`src/hdl/sha1md_pkg.sv`:
```
// ----------------------------------------------------------------------------
// sha1md_pkg
// Types, constants and round helpers shared by the SHA-1 digest unit.
// ----------------------------------------------------------------------------
package sha1md_pkg;

  localparam int QUEUE_DEPTH  = 4;
  localparam int DIGEST_WORDS = 5;

  typedef logic [31:0] word_t;
  typedef word_t [DIGEST_WORDS-1:0] digest_t;
  typedef logic [2:0] windex_t;

  // Word 0 (h0) sits at index 0, the right-hand end of the concatenation.
  localparam digest_t INIT_CHAIN = {32'hC3D2E1F0, 32'h10325476, 32'h98BADCFE,
                                    32'hEFCDAB89, 32'h67452301};

  localparam word_t K_CH     = 32'h5A827999;
  localparam word_t K_PARITY = 32'h6ED9EBA1;
  localparam word_t K_MAJ    = 32'h8F1BBCDC;
  localparam word_t K_TAIL   = 32'hCA62C1D6;

  localparam logic [7:0] PAD_BYTE       = 8'h80;
  localparam logic [5:0] LENGTH_FILL    = 6'd56;
  localparam logic [5:0] BLOCK_LAST     = 6'd63;
  localparam logic [2:0] LEN_BYTE_LAST  = 3'd7;
  localparam logic [6:0] FOLD_ROUND     = 7'd80;
  localparam windex_t    LAST_INDEX     = 3'd4;
  localparam logic [2:0] DIGEST_COUNT   = 3'd5;

  typedef struct packed {
    logic [7:0] data_byte;
    logic       has_byte;
    logic       is_last;
  } item_t;

  function automatic word_t rol1(word_t x);
    return {x[30:0], x[31]};
  endfunction

  function automatic word_t rol5(word_t x);
    return {x[26:0], x[31:27]};
  endfunction

  function automatic word_t rol30(word_t x);
    return {x[1:0], x[31:2]};
  endfunction

  function automatic word_t round_mix(logic [6:0] r, word_t b, word_t c, word_t d);
    word_t f;
    case (r) inside
      [7'd0:7'd19]:  f = (b & c) | (~b & d);
      [7'd40:7'd59]: f = (b & c) | (b & d) | (c & d);
      default:       f = b ^ c ^ d;
    endcase
    return f;
  endfunction

  function automatic word_t round_const(logic [6:0] r);
    word_t k;
    case (r) inside
      [7'd0:7'd19]:  k = K_CH;
      [7'd20:7'd39]: k = K_PARITY;
      [7'd40:7'd59]: k = K_MAJ;
      default:       k = K_TAIL;
    endcase
    return k;
  endfunction

endpackage

```
`src/hdl/sha1md_front.sv`:
```
// ----------------------------------------------------------------------------
// sha1md_front
// Input queue: takes message items, drops idle ones and holds the rest for
// the compression core.
// ----------------------------------------------------------------------------
module sha1md_front #(
  parameter int DEPTH = sha1md_pkg::QUEUE_DEPTH
) (
  input  logic               clk,
  input  logic               rst,
  input  logic               push,
  output logic               full,
  input  logic [7:0]         data_byte,
  input  logic               has_byte,
  input  logic               is_last,
  output sha1md_pkg::item_t  item,
  output logic               item_valid,
  input  logic               item_take
);

  localparam int PTR_W = (DEPTH > 1) ? $clog2(DEPTH) : 1;
  localparam int CNT_W = $clog2(DEPTH + 1);
  localparam logic [PTR_W-1:0] LAST_PTR  = PTR_W'(DEPTH - 1);
  localparam logic [CNT_W-1:0] DEPTH_CNT = CNT_W'(DEPTH);

  sha1md_pkg::item_t store [DEPTH];
  logic [PTR_W-1:0] wr_ptr;
  logic [PTR_W-1:0] rd_ptr;
  logic [CNT_W-1:0] count;
  logic             keep;

  assign full       = (count == DEPTH_CNT);
  // An item with neither a byte nor an end mark changes nothing, so it is
  // accepted and not queued.
  assign keep       = push && !full && (has_byte || is_last);
  assign item_valid = (count != '0);
  assign item       = store[rd_ptr];

  always_ff @(posedge clk) begin
    if (keep) begin
      store[wr_ptr] <= '{data_byte: data_byte, has_byte: has_byte, is_last: is_last};
    end
  end

  always_ff @(posedge clk) begin
    if (rst) begin
      wr_ptr <= '0;
      rd_ptr <= '0;
      count  <= '0;
    end else begin
      if (keep) begin
        wr_ptr <= (wr_ptr == LAST_PTR) ? '0 : wr_ptr + 1'b1;
      end
      if (item_take) begin
        rd_ptr <= (rd_ptr == LAST_PTR) ? '0 : rd_ptr + 1'b1;
      end
      count <= count + CNT_W'(keep) - CNT_W'(item_take);
    end
  end

endmodule

```
`src/hdl/sha1md_core.sv`:
```
// ----------------------------------------------------------------------------
// sha1md_core
// Byte packing, padding sequencer and the 80-round compression loop.
// ----------------------------------------------------------------------------
module sha1md_core (
  input  logic                clk,
  input  logic                rst,
  input  sha1md_pkg::item_t   item,
  input  logic                item_valid,
  output logic                item_take,
  output sha1md_pkg::digest_t digest,
  output logic                load_valid,
  input  logic                load_ready
);

  typedef enum logic [3:0] {
    S_IDLE  = 4'b0001,
    S_ROUND = 4'b0010,
    S_PAD   = 4'b0100,
    S_OUT   = 4'b1000
  } state_t;

  state_t              state;
  logic [511:0]        blk;
  sha1md_pkg::digest_t chain;
  sha1md_pkg::digest_t wv;
  logic [6:0]          rcnt;
  logic [5:0]          fill;
  logic [63:0]         msg_bits;
  logic                padding;
  logic                pad_first;
  logic                len_go;
  logic                pad_done;
  logic [2:0]          len_cnt;

  logic                put_en;
  logic [7:0]          put_val;
  logic [7:0]          pad_val;
  logic [7:0]          len_byte;
  logic                is_len;
  logic                enter_round;
  logic                in_round;
  sha1md_pkg::word_t   w_cur;
  sha1md_pkg::word_t   w_new;
  sha1md_pkg::word_t   t_sum;

  assign item_take  = (state == S_IDLE) && item_valid;
  assign load_valid = (state == S_OUT);
  assign digest     = chain;

  // The length goes out most significant byte first.
  assign len_byte = 8'(msg_bits >> {~len_cnt, 3'b000});
  assign is_len   = !pad_first && (len_go || fill == sha1md_pkg::LENGTH_FILL);

  always_comb begin
    if (pad_first) begin
      pad_val = sha1md_pkg::PAD_BYTE;
    end else if (is_len) begin
      pad_val = len_byte;
    end else begin
      pad_val = 8'h00;
    end
  end

  assign put_en      = (item_take && item.has_byte) || (state == S_PAD);
  assign put_val     = (state == S_PAD) ? pad_val : item.data_byte;
  assign enter_round = put_en && (fill == sha1md_pkg::BLOCK_LAST);
  assign in_round    = (state == S_ROUND) && (rcnt != sha1md_pkg::FOLD_ROUND);

  // The block is a shift line: the current schedule word is always on top, and
  // the word sixteen rounds ahead is appended at the bottom.
  assign w_cur = blk[511:480];
  assign w_new = sha1md_pkg::rol1(blk[95:64] ^ blk[255:224] ^ blk[447:416] ^ w_cur);
  assign t_sum = sha1md_pkg::rol5(wv[0]) + sha1md_pkg::round_mix(rcnt, wv[1], wv[2], wv[3])
               + wv[4] + sha1md_pkg::round_const(rcnt) + w_cur;

  always_ff @(posedge clk) begin
    if (put_en) begin
      blk <= {blk[503:0], put_val};
    end else if (in_round) begin
      blk <= {blk[479:0], w_new};
    end
    if (enter_round) begin
      wv <= chain;
    end else if (in_round) begin
      wv[0] <= t_sum;
      wv[1] <= wv[0];
      wv[2] <= sha1md_pkg::rol30(wv[1]);
      wv[3] <= wv[2];
      wv[4] <= wv[3];
    end
  end

  always_ff @(posedge clk) begin
    if (rst) begin
      state     <= S_IDLE;
      chain     <= sha1md_pkg::INIT_CHAIN;
      rcnt      <= '0;
      fill      <= '0;
      msg_bits  <= '0;
      padding   <= 1'b0;
      pad_first <= 1'b0;
      len_go    <= 1'b0;
      pad_done  <= 1'b0;
      len_cnt   <= '0;
    end else begin
      case (state)
        S_IDLE: begin
          if (item_take) begin
            if (item.has_byte) begin
              fill     <= fill + 1'b1;
              msg_bits <= msg_bits + 64'd8;
            end
            if (item.is_last) begin
              padding   <= 1'b1;
              pad_first <= 1'b1;
              len_go    <= 1'b0;
              len_cnt   <= '0;
              pad_done  <= 1'b0;
            end
            // A byte that fills the block is compressed before any padding.
            if (enter_round) begin
              state <= S_ROUND;
            end else if (item.is_last) begin
              state <= S_PAD;
            end
          end
        end
        S_PAD: begin
          fill      <= fill + 1'b1;
          pad_first <= 1'b0;
          if (is_len) begin
            len_go  <= 1'b1;
            len_cnt <= len_cnt + 1'b1;
            if (len_cnt == sha1md_pkg::LEN_BYTE_LAST) begin
              pad_done <= 1'b1;
            end
          end
          if (enter_round) begin
            state <= S_ROUND;
          end
        end
        S_ROUND: begin
          if (rcnt == sha1md_pkg::FOLD_ROUND) begin
            rcnt <= '0;
            for (int i = 0; i < sha1md_pkg::DIGEST_WORDS; i++) begin
              chain[i] <= chain[i] + wv[i];
            end
            if (pad_done) begin
              state <= S_OUT;
            end else if (padding) begin
              state <= S_PAD;
            end else begin
              state <= S_IDLE;
            end
          end else begin
            rcnt <= rcnt + 1'b1;
          end
        end
        S_OUT: begin
          if (load_ready) begin
            chain    <= sha1md_pkg::INIT_CHAIN;
            msg_bits <= '0;
            padding  <= 1'b0;
            pad_done <= 1'b0;
            len_go   <= 1'b0;
            state    <= S_IDLE;
          end
        end
        default: begin
          state <= S_IDLE;
        end
      endcase
    end
  end

  a_round_block_empty: assert property (@(posedge clk) disable iff (rst)
    (state == S_ROUND) |-> (fill == '0))
    else $error("compression running with bytes already in the next block");

  a_rcnt_idle: assert property (@(posedge clk) disable iff (rst)
    (state != S_ROUND) |-> (rcnt == '0))
    else $error("round counter not cleared outside compression");

  a_fold_leaves: assert property (@(posedge clk) disable iff (rst)
    (state == S_ROUND && rcnt == sha1md_pkg::FOLD_ROUND) |=> (state != S_ROUND))
    else $error("compression did not end after the fold cycle");

  a_out_after_length: assert property (@(posedge clk) disable iff (rst)
    (state == S_OUT) |-> (pad_done && len_go && fill == '0))
    else $error("digest offered before the length was appended");

endmodule

```
`src/hdl/sha1md_out.sv`:
```
// ----------------------------------------------------------------------------
// sha1md_out
// Digest output buffer: holds one finished digest and hands it out word by
// word, h0 first.
// ----------------------------------------------------------------------------
module sha1md_out (
  input  logic                clk,
  input  logic                rst,
  input  logic                load_valid,
  input  sha1md_pkg::digest_t digest,
  output logic                load_ready,
  output logic                empty,
  input  logic                pop,
  output logic [31:0]         digest_word,
  output logic [2:0]          word_index,
  output logic                last_word
);

  sha1md_pkg::digest_t words;
  logic [2:0]          remain;
  sha1md_pkg::windex_t idx;

  assign empty       = (remain == '0);
  assign load_ready  = empty;
  assign digest_word = words[idx];
  assign word_index  = idx;
  assign last_word   = (idx == sha1md_pkg::LAST_INDEX);

  always_ff @(posedge clk) begin
    if (load_valid && load_ready) begin
      words <= digest;
    end
  end

  always_ff @(posedge clk) begin
    if (rst) begin
      remain <= '0;
      idx    <= '0;
    end else if (load_valid && load_ready) begin
      remain <= sha1md_pkg::DIGEST_COUNT;
      idx    <= '0;
    end else if (pop && !empty) begin
      remain <= remain - 1'b1;
      idx    <= idx + 1'b1;
    end
  end

endmodule

```
`src/hdl/sha1_message_digest_unit.sv`:
```
// ----------------------------------------------------------------------------
// sha1_message_digest_unit
// SHA-1 over a byte stream with a queue-style interface on both sides.
// ----------------------------------------------------------------------------
// Message bytes are pushed one per transfer; an item with is_last set ends the
// message and, five digest words later (h0 first, last_word on h4), the unit
// is ready for the next message. The core takes in message bytes while it is
// idle, and each full 64-byte block then halts intake for the 80 rounds and
// the fold into the chaining value. At message end the padding sequencer
// appends one byte per cycle while no compression runs (9 to 72 bytes) with
// one or two compressions, then hands the digest to the output buffer. The
// input queue of QUEUE_DEPTH items lets bytes of the next message arrive
// while a block is compressed, and the next message's bytes are absorbed
// while the previous digest is still being read out.
module sha1_message_digest_unit #(
  parameter int QUEUE_DEPTH = sha1md_pkg::QUEUE_DEPTH
) (
  input  logic        clk,
  input  logic        rst,
  input  logic        push,
  output logic        full,
  input  logic [7:0]  data_byte,
  input  logic        has_byte,
  input  logic        is_last,
  output logic        empty,
  input  logic        pop,
  output logic [31:0] digest_word,
  output logic [2:0]  word_index,
  output logic        last_word
);

  sha1md_pkg::item_t   item;
  logic                item_valid;
  logic                item_take;
  sha1md_pkg::digest_t digest;
  logic                load_valid;
  logic                load_ready;

  sha1md_front #(
    .DEPTH(QUEUE_DEPTH)
  ) u_front (
    .clk       (clk),
    .rst       (rst),
    .push      (push),
    .full      (full),
    .data_byte (data_byte),
    .has_byte  (has_byte),
    .is_last   (is_last),
    .item      (item),
    .item_valid(item_valid),
    .item_take (item_take)
  );

  sha1md_core u_core (
    .clk       (clk),
    .rst       (rst),
    .item      (item),
    .item_valid(item_valid),
    .item_take (item_take),
    .digest    (digest),
    .load_valid(load_valid),
    .load_ready(load_ready)
  );

  sha1md_out u_out (
    .clk        (clk),
    .rst        (rst),
    .load_valid (load_valid),
    .digest     (digest),
    .load_ready (load_ready),
    .empty      (empty),
    .pop        (pop),
    .digest_word(digest_word),
    .word_index (word_index),
    .last_word  (last_word)
  );

endmodule
```
`config.mk`:
```
export PLATFORM = sky130hd
export DESIGN_NAME = sha1_message_digest_unit
export DESIGN_NICKNAME = d
export VERILOG_FILES = /design/src/hdl/sha1md_pkg.sv /design/src/hdl/sha1md_front.sv /design/src/hdl/sha1md_core.sv /design/src/hdl/sha1md_out.sv /design/src/hdl/sha1_message_digest_unit.sv
export SDC_FILE = /design/constraint.sdc
export NUM_CORES = 2
export LEC_CHECK = 0
export BUFFER_PORTS_ARGS = -buffer_cell sky130_fd_sc_hd__clkbuf_2
export CAP_MARGIN = 25
export CORE_MARGIN = 1
export CORE_UTILIZATION = 48
export CTS_CLUSTER_DIAMETER = 150
export DETAILED_ROUTE_END_ITERATION = 10
export HOLD_SLACK_MARGIN = 0.05
export PLACE_DENSITY = 0.6
export SLEW_MARGIN = 20
export SYNTH_ARGS = -nofsm -noshare
export SYNTH_HDL_FRONTEND = slang
export SYNTH_SLANG_ARGS = --single-unit
```
`constraint.sdc`:
```
create_clock -name clk -period 20.2 [get_ports clk]
set_clock_uncertainty 0.05 [all_clocks]
set_input_delay 2.02 -clock clk [delete_from_list [all_inputs] [get_ports clk]]
set_output_delay 2.02 -clock clk [all_outputs]
set_load 0.1 [all_outputs]
```
* Word-level counts from Yosys, hierarchy flattened *
Memory sizes are Yosys's and may differ from the RTL's. A register that Yosys moved wholly into a read port is not among the register bits.
Cells that the tools add are included.

word-level totals
  word-level logic and storage cells = 190
  memories kept = 1
  output and inout port bits = 38
  bits in registers = 1093
  bits in writable memories = 40

memory list
  memory         words  bits a word  read ports  clocked after memory_dff  write ports  line                text
  u_front.store  4      10           1           1                         1            sha1md_front.sv:26  sha1md_pkg::item_t store [DEPTH];

operators by class
  add/sub/neg operators = 19
  bitwise logic cells = 14
  shifts and indexed selects = 1
  $lt $le $gt $ge = 7
  equal/unequal tests = 22
  multiplexer cells = 58
  reductions and logical operators = 37

operators by type and width
  kind                                                 number
  2-to-1 mux 512 bit                                   2
  2-to-1 mux 160 bit                                   4
  one-hot mux 160 bit (2 select lines)                 1
  adder 32 bit                                         9
  2-to-1 mux 64 bit                                    3
  2-to-1 mux 32 bit                                    5
  bitwise XOR 32 bit                                   5
  AND 32 bit                                           4
  one-hot mux 64 bit (2 select lines)                  1
  binary-select mux 32 bit (select 3 bit)              1
  bitwise OR 32 bit                                    3
  adder 64 x 4 -> 64 bit, second input constant        1
  right shift 64 x 6 -> 8 bit                          1
  NOT 32 bit                                           1
  2-to-1 mux 31 bit                                    1
  2-to-1 mux 4 bit                                     7
  2-to-1 mux 8 bit                                     3
  2-to-1 mux 3 bit                                     6
  one-hot mux 4 bit (4 select lines)                   1
  <= comparator 7 x 6 -> 1 bit, second input constant  2
  equality test 6 bit, second input constant           2
  logical AND 1 bit                                    12
  2-to-1 mux 6 bit                                     2
  one-hot mux 6 bit (2 select lines)                   1
  other kinds (40)                                     80

* Logic depth before layout (Yosys ltp) *
  depth in word-level cells = 11
  depth in mapped cells = 28
  mapped depth without buffers = 28

* Modules after synthesis *
A second synthesis with hierarchy kept.

second synthesis, totals
  cell total of the unflattened synthesis = 6010
  area, all modules = 59733.5 µm²

modules (own cells, without submodules)
  module        cells an instance  area each (µm²)  times used  sequential area each (µm²)
  sha1md_core   5560               51353.0          1           25084.1
  sha1md_out    347                6446.2           1           4924.7
  sha1md_front  103                1934.4           1           1381.3

* Worst setup path after synthesis *
Ideal clock, no wire load.

  kind = register -> register
  start point = register with a tool-made name
  end point = register u_core.blk[0] (enable)
  period minus slack after synthesis = 15.189 ns
  stages on the path, launching flop included = 10
  path buffers = 3
  path slack = 5.011 ns
  arrival time = 14.168 ns
  path through = dfxtp_1 > buf_6 > mux4_2 > nand2_1 > nor2_1 > mux2i_1 > nor3_2 > clkbuf_1 > clkbuf_1 > nand2b_1

RTL lines
  element               line               text
  end signal, assigned  sha1md_core.sv:79  blk <= {blk[503:0], put_val};
  end signal, assigned  sha1md_core.sv:81  blk <= {blk[479:0], w_new};
  end, declared         sha1md_core.sv:24  logic [511:0] blk;

* Worst setup path in the final report *
  start point = register u_core.rcnt[0]
  end point = register u_core.wv[30] in the netlist's numbering, data pin

on the way
  longest elaborated chain between the ends = 10

RTL lines
  element                                                                                                    line                                  text
  start, declared                                                                                            sha1md_core.sv:27                     logic [6:0] rcnt;
  start signal, assigned                                                                                     sha1md_core.sv:157                    rcnt <= rcnt + 1'b1;
  >= comparator 7 x 6 -> 1 bit (implied by the code) / <= comparator 7 x 6 -> 1 bit (equally long branches)  sha1md_core.sv:74, sha1md_core.sv:75
  logical AND 1 bit (implied by the code)                                                                    sha1md_core.sv:74, sha1md_core.sv:75
  2-to-1 mux 32 bit (2 in series)                                                                            sha1md_pkg.sv:51                      case (r) inside
  adder 32 bit                                                                                               sha1md_core.sv:74                     assign t_sum = sha1md_pkg::rol5(wv[0]) + sha1md_pkg::round_mix(rcnt, wv[1], wv[2], wv[3])
  adder 32 bit                                                                                               sha1md_core.sv:75                     + wv[4] + sha1md_pkg::round_const(rcnt) + w_cur;
  adder 32 bit * (2 in series)                                                                               sha1md_core.sv:75
  2-to-1 mux 160 bit *                                                                                       sha1md_core.sv:85                     end else if (in_round) begin
  2-to-1 mux 160 bit *                                                                                       sha1md_core.sv:83                     if (enter_round) begin
  end signal, assigned                                                                                       sha1md_core.sv:84                     wv <= chain;
  end, declared                                                                                              sha1md_core.sv:26                     sha1md_pkg::digest_t wv;

Every way passes the cells marked *; elsewhere a longest branch is shown, timed or not. The select of a mux whose other input is x is not followed.
A chain may end at the register's enable or synchronous reset.

==> impl_metrics.toml <==
[route]
detail_route.first_pass.iterations = 6
routed_wire_length_per_instance_um = 22.1
post-route-drc-count = 0
postRouteWirelength_um = 152000
vias_per_cell = 5.68
ant_nets = 0
detailroute.via_count = 39000
dr.first_iter.drc_count = 3243

[yosys]
synth_sequential_area_ratio_pct = 52.5
synth_top_cell_area_share_pct = 43.8
synth_cell_type_count = 88
synth-edff-count = 872
avgSynthCellArea_sq_um = 11.7
synthesis.instances = 5103
postSynthRegisterBits = 1132
synthesis.area_sq_um = 59800
synth.net_count = 5481
synth.top_cells.by_count = "edfxtp_1 (872), nand2_1 (650), mux2_2 (481), o21ai_0 (290), nor2_1 (287)"
proportion_of_synthesized_flip_flops_having_asynchronous_set_or_reset_pct = 0
synth_warnings = 0
synth.top_cells.by_area = "edfxtp_1 (44%), mux2_2 (9.1%), dfxtp_1 (8.7%)"
synth.largest_area_cell = "edfxtp_1"
synthMostInstantiatedCell = "edfxtp_1"
yosys_most_used_dff = "edfxtp_1"

[setup_path]
timing_worst_setup_path_type = "reg -> reg"
required_ns = 20.67
worst_path_maximum_fanout = 18
critPathLaunchType = "register"
worst_reg_to_reg_cells = 27
worst_r2r_src = "u_core.rcnt[0]$_SDFFE_PP0P_"
data_arrival_time_at_the_worst_slack_endpoint_ns = 8.12
critical_path.startpoint = "u_core.rcnt[0]$_SDFFE_PP0P_"
end_kind = "register"
rr_endpoint = "u_core.wv[30]$_DFFE_PP_"
timing.reg2reg.setup_slack_ns = 12.55
crit_end = "u_core.wv[30]$_DFFE_PP_"

[finish]
area_growth_pct = 10.2
final_nets = 5492
drive_above_1_share_pct = 16.3
num-fill-cells = 10900

[clock_tree]
clock_latency_late_sink_ns = 0.78
cts-hold-fix-buffers = 0
cts_num_sinks = 1132
clock-root-buffer = "clkbuf_16"
clock_tree.htree_level_count = 3
cts_made_buffers = 121
postCtsResizedCells = 0
worst_setup_hold_path_clk_slew_ns = 0.06
tritoncts = "done"
post-cts-setup-buffer-count = 0
clock_tree.buffer_depth = 3

[global_route]
pin_count_of_the_biggest_net_entering_global_routing = 219
grt_overflow_total = 0
global_route.usage.total_pct = 24.2
via_count_of_the_first_global_routing_pass = 38500
first_pass_grt_wire_length_um = 235000
initial_antenna_violation_count = 3

[power]
power-per-cell-area_nw_per_um2 = 136
total_switching_power_mw = 2.78
total_leakage_power_nw = 24.5
clock_power_share_pct = 25.6
share_seq_of_total_power_pct = 44.3
internal_power_mw = 6.19
vdd_ir_drop_max_v = 0.000145
power_switching_share_pct = 31.0
combinationalPowerShare_pct = 30.1

[timing]
finalHoldViolations = 0
pnr_worst_setup_slack_ns = 12.55
final-setup-viol-count = 0
fmax_mhz = 131
tns_ns = 0
finalWorstPathRequiredPeriod_ns = 7.65
setup_repair_after_global_routing_missed_its_margin = "false"
worst_margin_pin_slew_ns = 1.16
finalMaxSlewViolations = 0
relSlewSlack_pct = 22.9
period_share_pct = 37.9

[floorplan]
chipHeight_um = 355
core_area_sq_um = 124000
fp-row-count = 129
die-width_um = 355
floorplan.initialDensity_pct = 48.4
dieArea_sq_um = 126000
top_level_ports = 52

[place]
detailedPlace.worstSlack_ns = 12.52
port-buffer-count = 51
finalWeightedCongestion = 0.939
place_hpwl_um = 105000

[status]
status = "finished, final reports clean"

[hold_path]
timing.hold.worst.class = "reg -> reg"

[job]
max_cap_viol_count = 0
[how the worst min path moves through the flow]
| stage | startpoint | cells after the start | to | slack (ns) |
|---|---|---|---|---|
| global placement | u_core.digest[90]$_SDFFE_PP0P_ | 2 | u_core.digest[90]$_SDFFE_PP0P_ | 0.41 |
| floorplan | u_core.digest[90]$_SDFFE_PP0P_ | 2 | u_core.digest[90]$_SDFFE_PP0P_ | 0.40 |
| detailed placement | u_core.digest[90]$_SDFFE_PP0P_ | 2 | u_core.digest[90]$_SDFFE_PP0P_ | 0.42 |
| CTS | u_core.digest[90]$_SDFFE_PP0P_ | 2 | u_core.digest[90]$_SDFFE_PP0P_ | 0.43 |
| global route | u_core.digest[119]$_SDFFE_PP0P_ | 0 | u_out.words[119]$_DFFE_PP_ | 0.45 |
| finish | u_core.digest[90]$_SDFFE_PP0P_ | 2 | u_core.digest[90]$_SDFFE_PP0P_ | 0.42 |
[power groups by stage]
stage | Combinational (mW) | Clock [mW] | Sequential (mW)
global route | 2.97 | 2.43 | 4.06
floorplan | 2.17 | 0 | 4.17
finish | 2.70 | 2.30 | 3.98
global placement | 2.66 | 0 | 4.03
detailed placement | 2.70 | 0 | 4.03
CTS | 2.72 | 2.35 | 3.99
[cells by family (layout without fill, tap and decap cells)]
| family | after synthesis | in the layout | synth area share (%) |
|---|---|---|---|
| flip-flops | 1132 | 1132 | 52.5 |
| other | 0 | 8 | 0 |
| buffers and inverters | 483 | 602 | 3.07 |
| AND/OR/NAND/NOR | 1349 | 1349 | 10.0 |
| XOR/XNOR | 314 | 314 | 4.60 |
| adder cells (fa/ha/maj) | 364 | 364 | 9.08 |
| AO/OA/AOI/OAI | 901 | 901 | 9.16 |
| multiplexers | 560 | 560 | 11.6 |
[area by class of cell]
type	count	area, sq um	area share, %
sequential	1132	31400	47.6
multi-input combinational	3488	26700	40.4
clock buffer	165	3340	5.07
tap	1637	2050	3.11
inverter	273	1030	1.57
clock inverter	66	768	1.16
timing repair buffer	98	686	1.04
antenna	8	20.0	0.0304
[stage by stage]
step | instance area, sq um | hold slack (ns) | power [mW] | util (%) | instances
3_3_place_gp | 61800 | 0.413 | 6.69 | 49.9 | 6625
4_1_cts | 65900 | 0.426 | 9.06 | 53.3 | 6857
6_report | 66000 | 0.424 | 8.97 | 53.3 | 6867
5_1_grt | 66000 | 0.447 | 9.47 | 53.3 | 6867
2_1_floorplan | 59800 | 0.396 | 6.34 | - | 5103
3_5_place_dp | 61800 | 0.419 | 6.73 | 50.0 | 6626
[sequential cells by signal, indices dropped and copies added, names as in the netlist, 4 cells and up, named ones only]
register         cells
u_front.store       40
u_core.wv          160
u_core.rcnt          7
u_core.digest      160
u_core.blk         512
u_core.state         4
u_out.words        160
u_core.fill          6
u_core.msg_bits     61
[routing by layer]
| metal | share of wire, % | GRT usage (%) |
|---|---|---|
| met1 | 45 | 33.5 |
| met2 | 47 | 39.1 |
| met3 | 4.8 | 3.33 |
| met4 | 3.4 | 8.26 |
| met5 | 0.0085 | 0 |
[worst max-delay path: stages (launching register included)]
cell and delay (ns):
dfxtp_1 0.34, ha_1 0.25, nor2_1 0.15, o211ai_1 0.09, nand2_1 0.65, buf_4 0.39, nand2_1 0.24, buf_4 0.29
inv_2 0.25, a221oi_1 0.13, ha_1 0.20, a21o_1 0.16, fa_1 0.50, inv_1 0.06, fa_1 0.56, inv_1 0.06
ha_1 0.31, a211oi_1 0.30, o21ai_0 0.22, a41oi_1 0.39, a21oi_1 0.15, or2_1 0.29, o21a_1 0.21, o311a_1 0.37
a31o_2 0.27, a21oi_1 0.17, mux2i_1 0.20, nand3_1 0.08
[cell usage in the layout (no fill, tap or decap), types with 46 or more instances in the layout]
master       n
xnor2_1    209
xor2_1     105
a21o_1      88
nor2b_1     47
nand2_1    645
dfxtp_1    257
edfxtp_1   872
clkbuf_16  122
inv_1      270
o21ai_0    290
a21oi_1    272
mux4_2      46
fa_1       117
mux2_2     481
nand3_1     91
nor3_1      78
nor2_1     284
clkbuf_2    50
ha_1       247
Power figures use the tool's default switching activity.
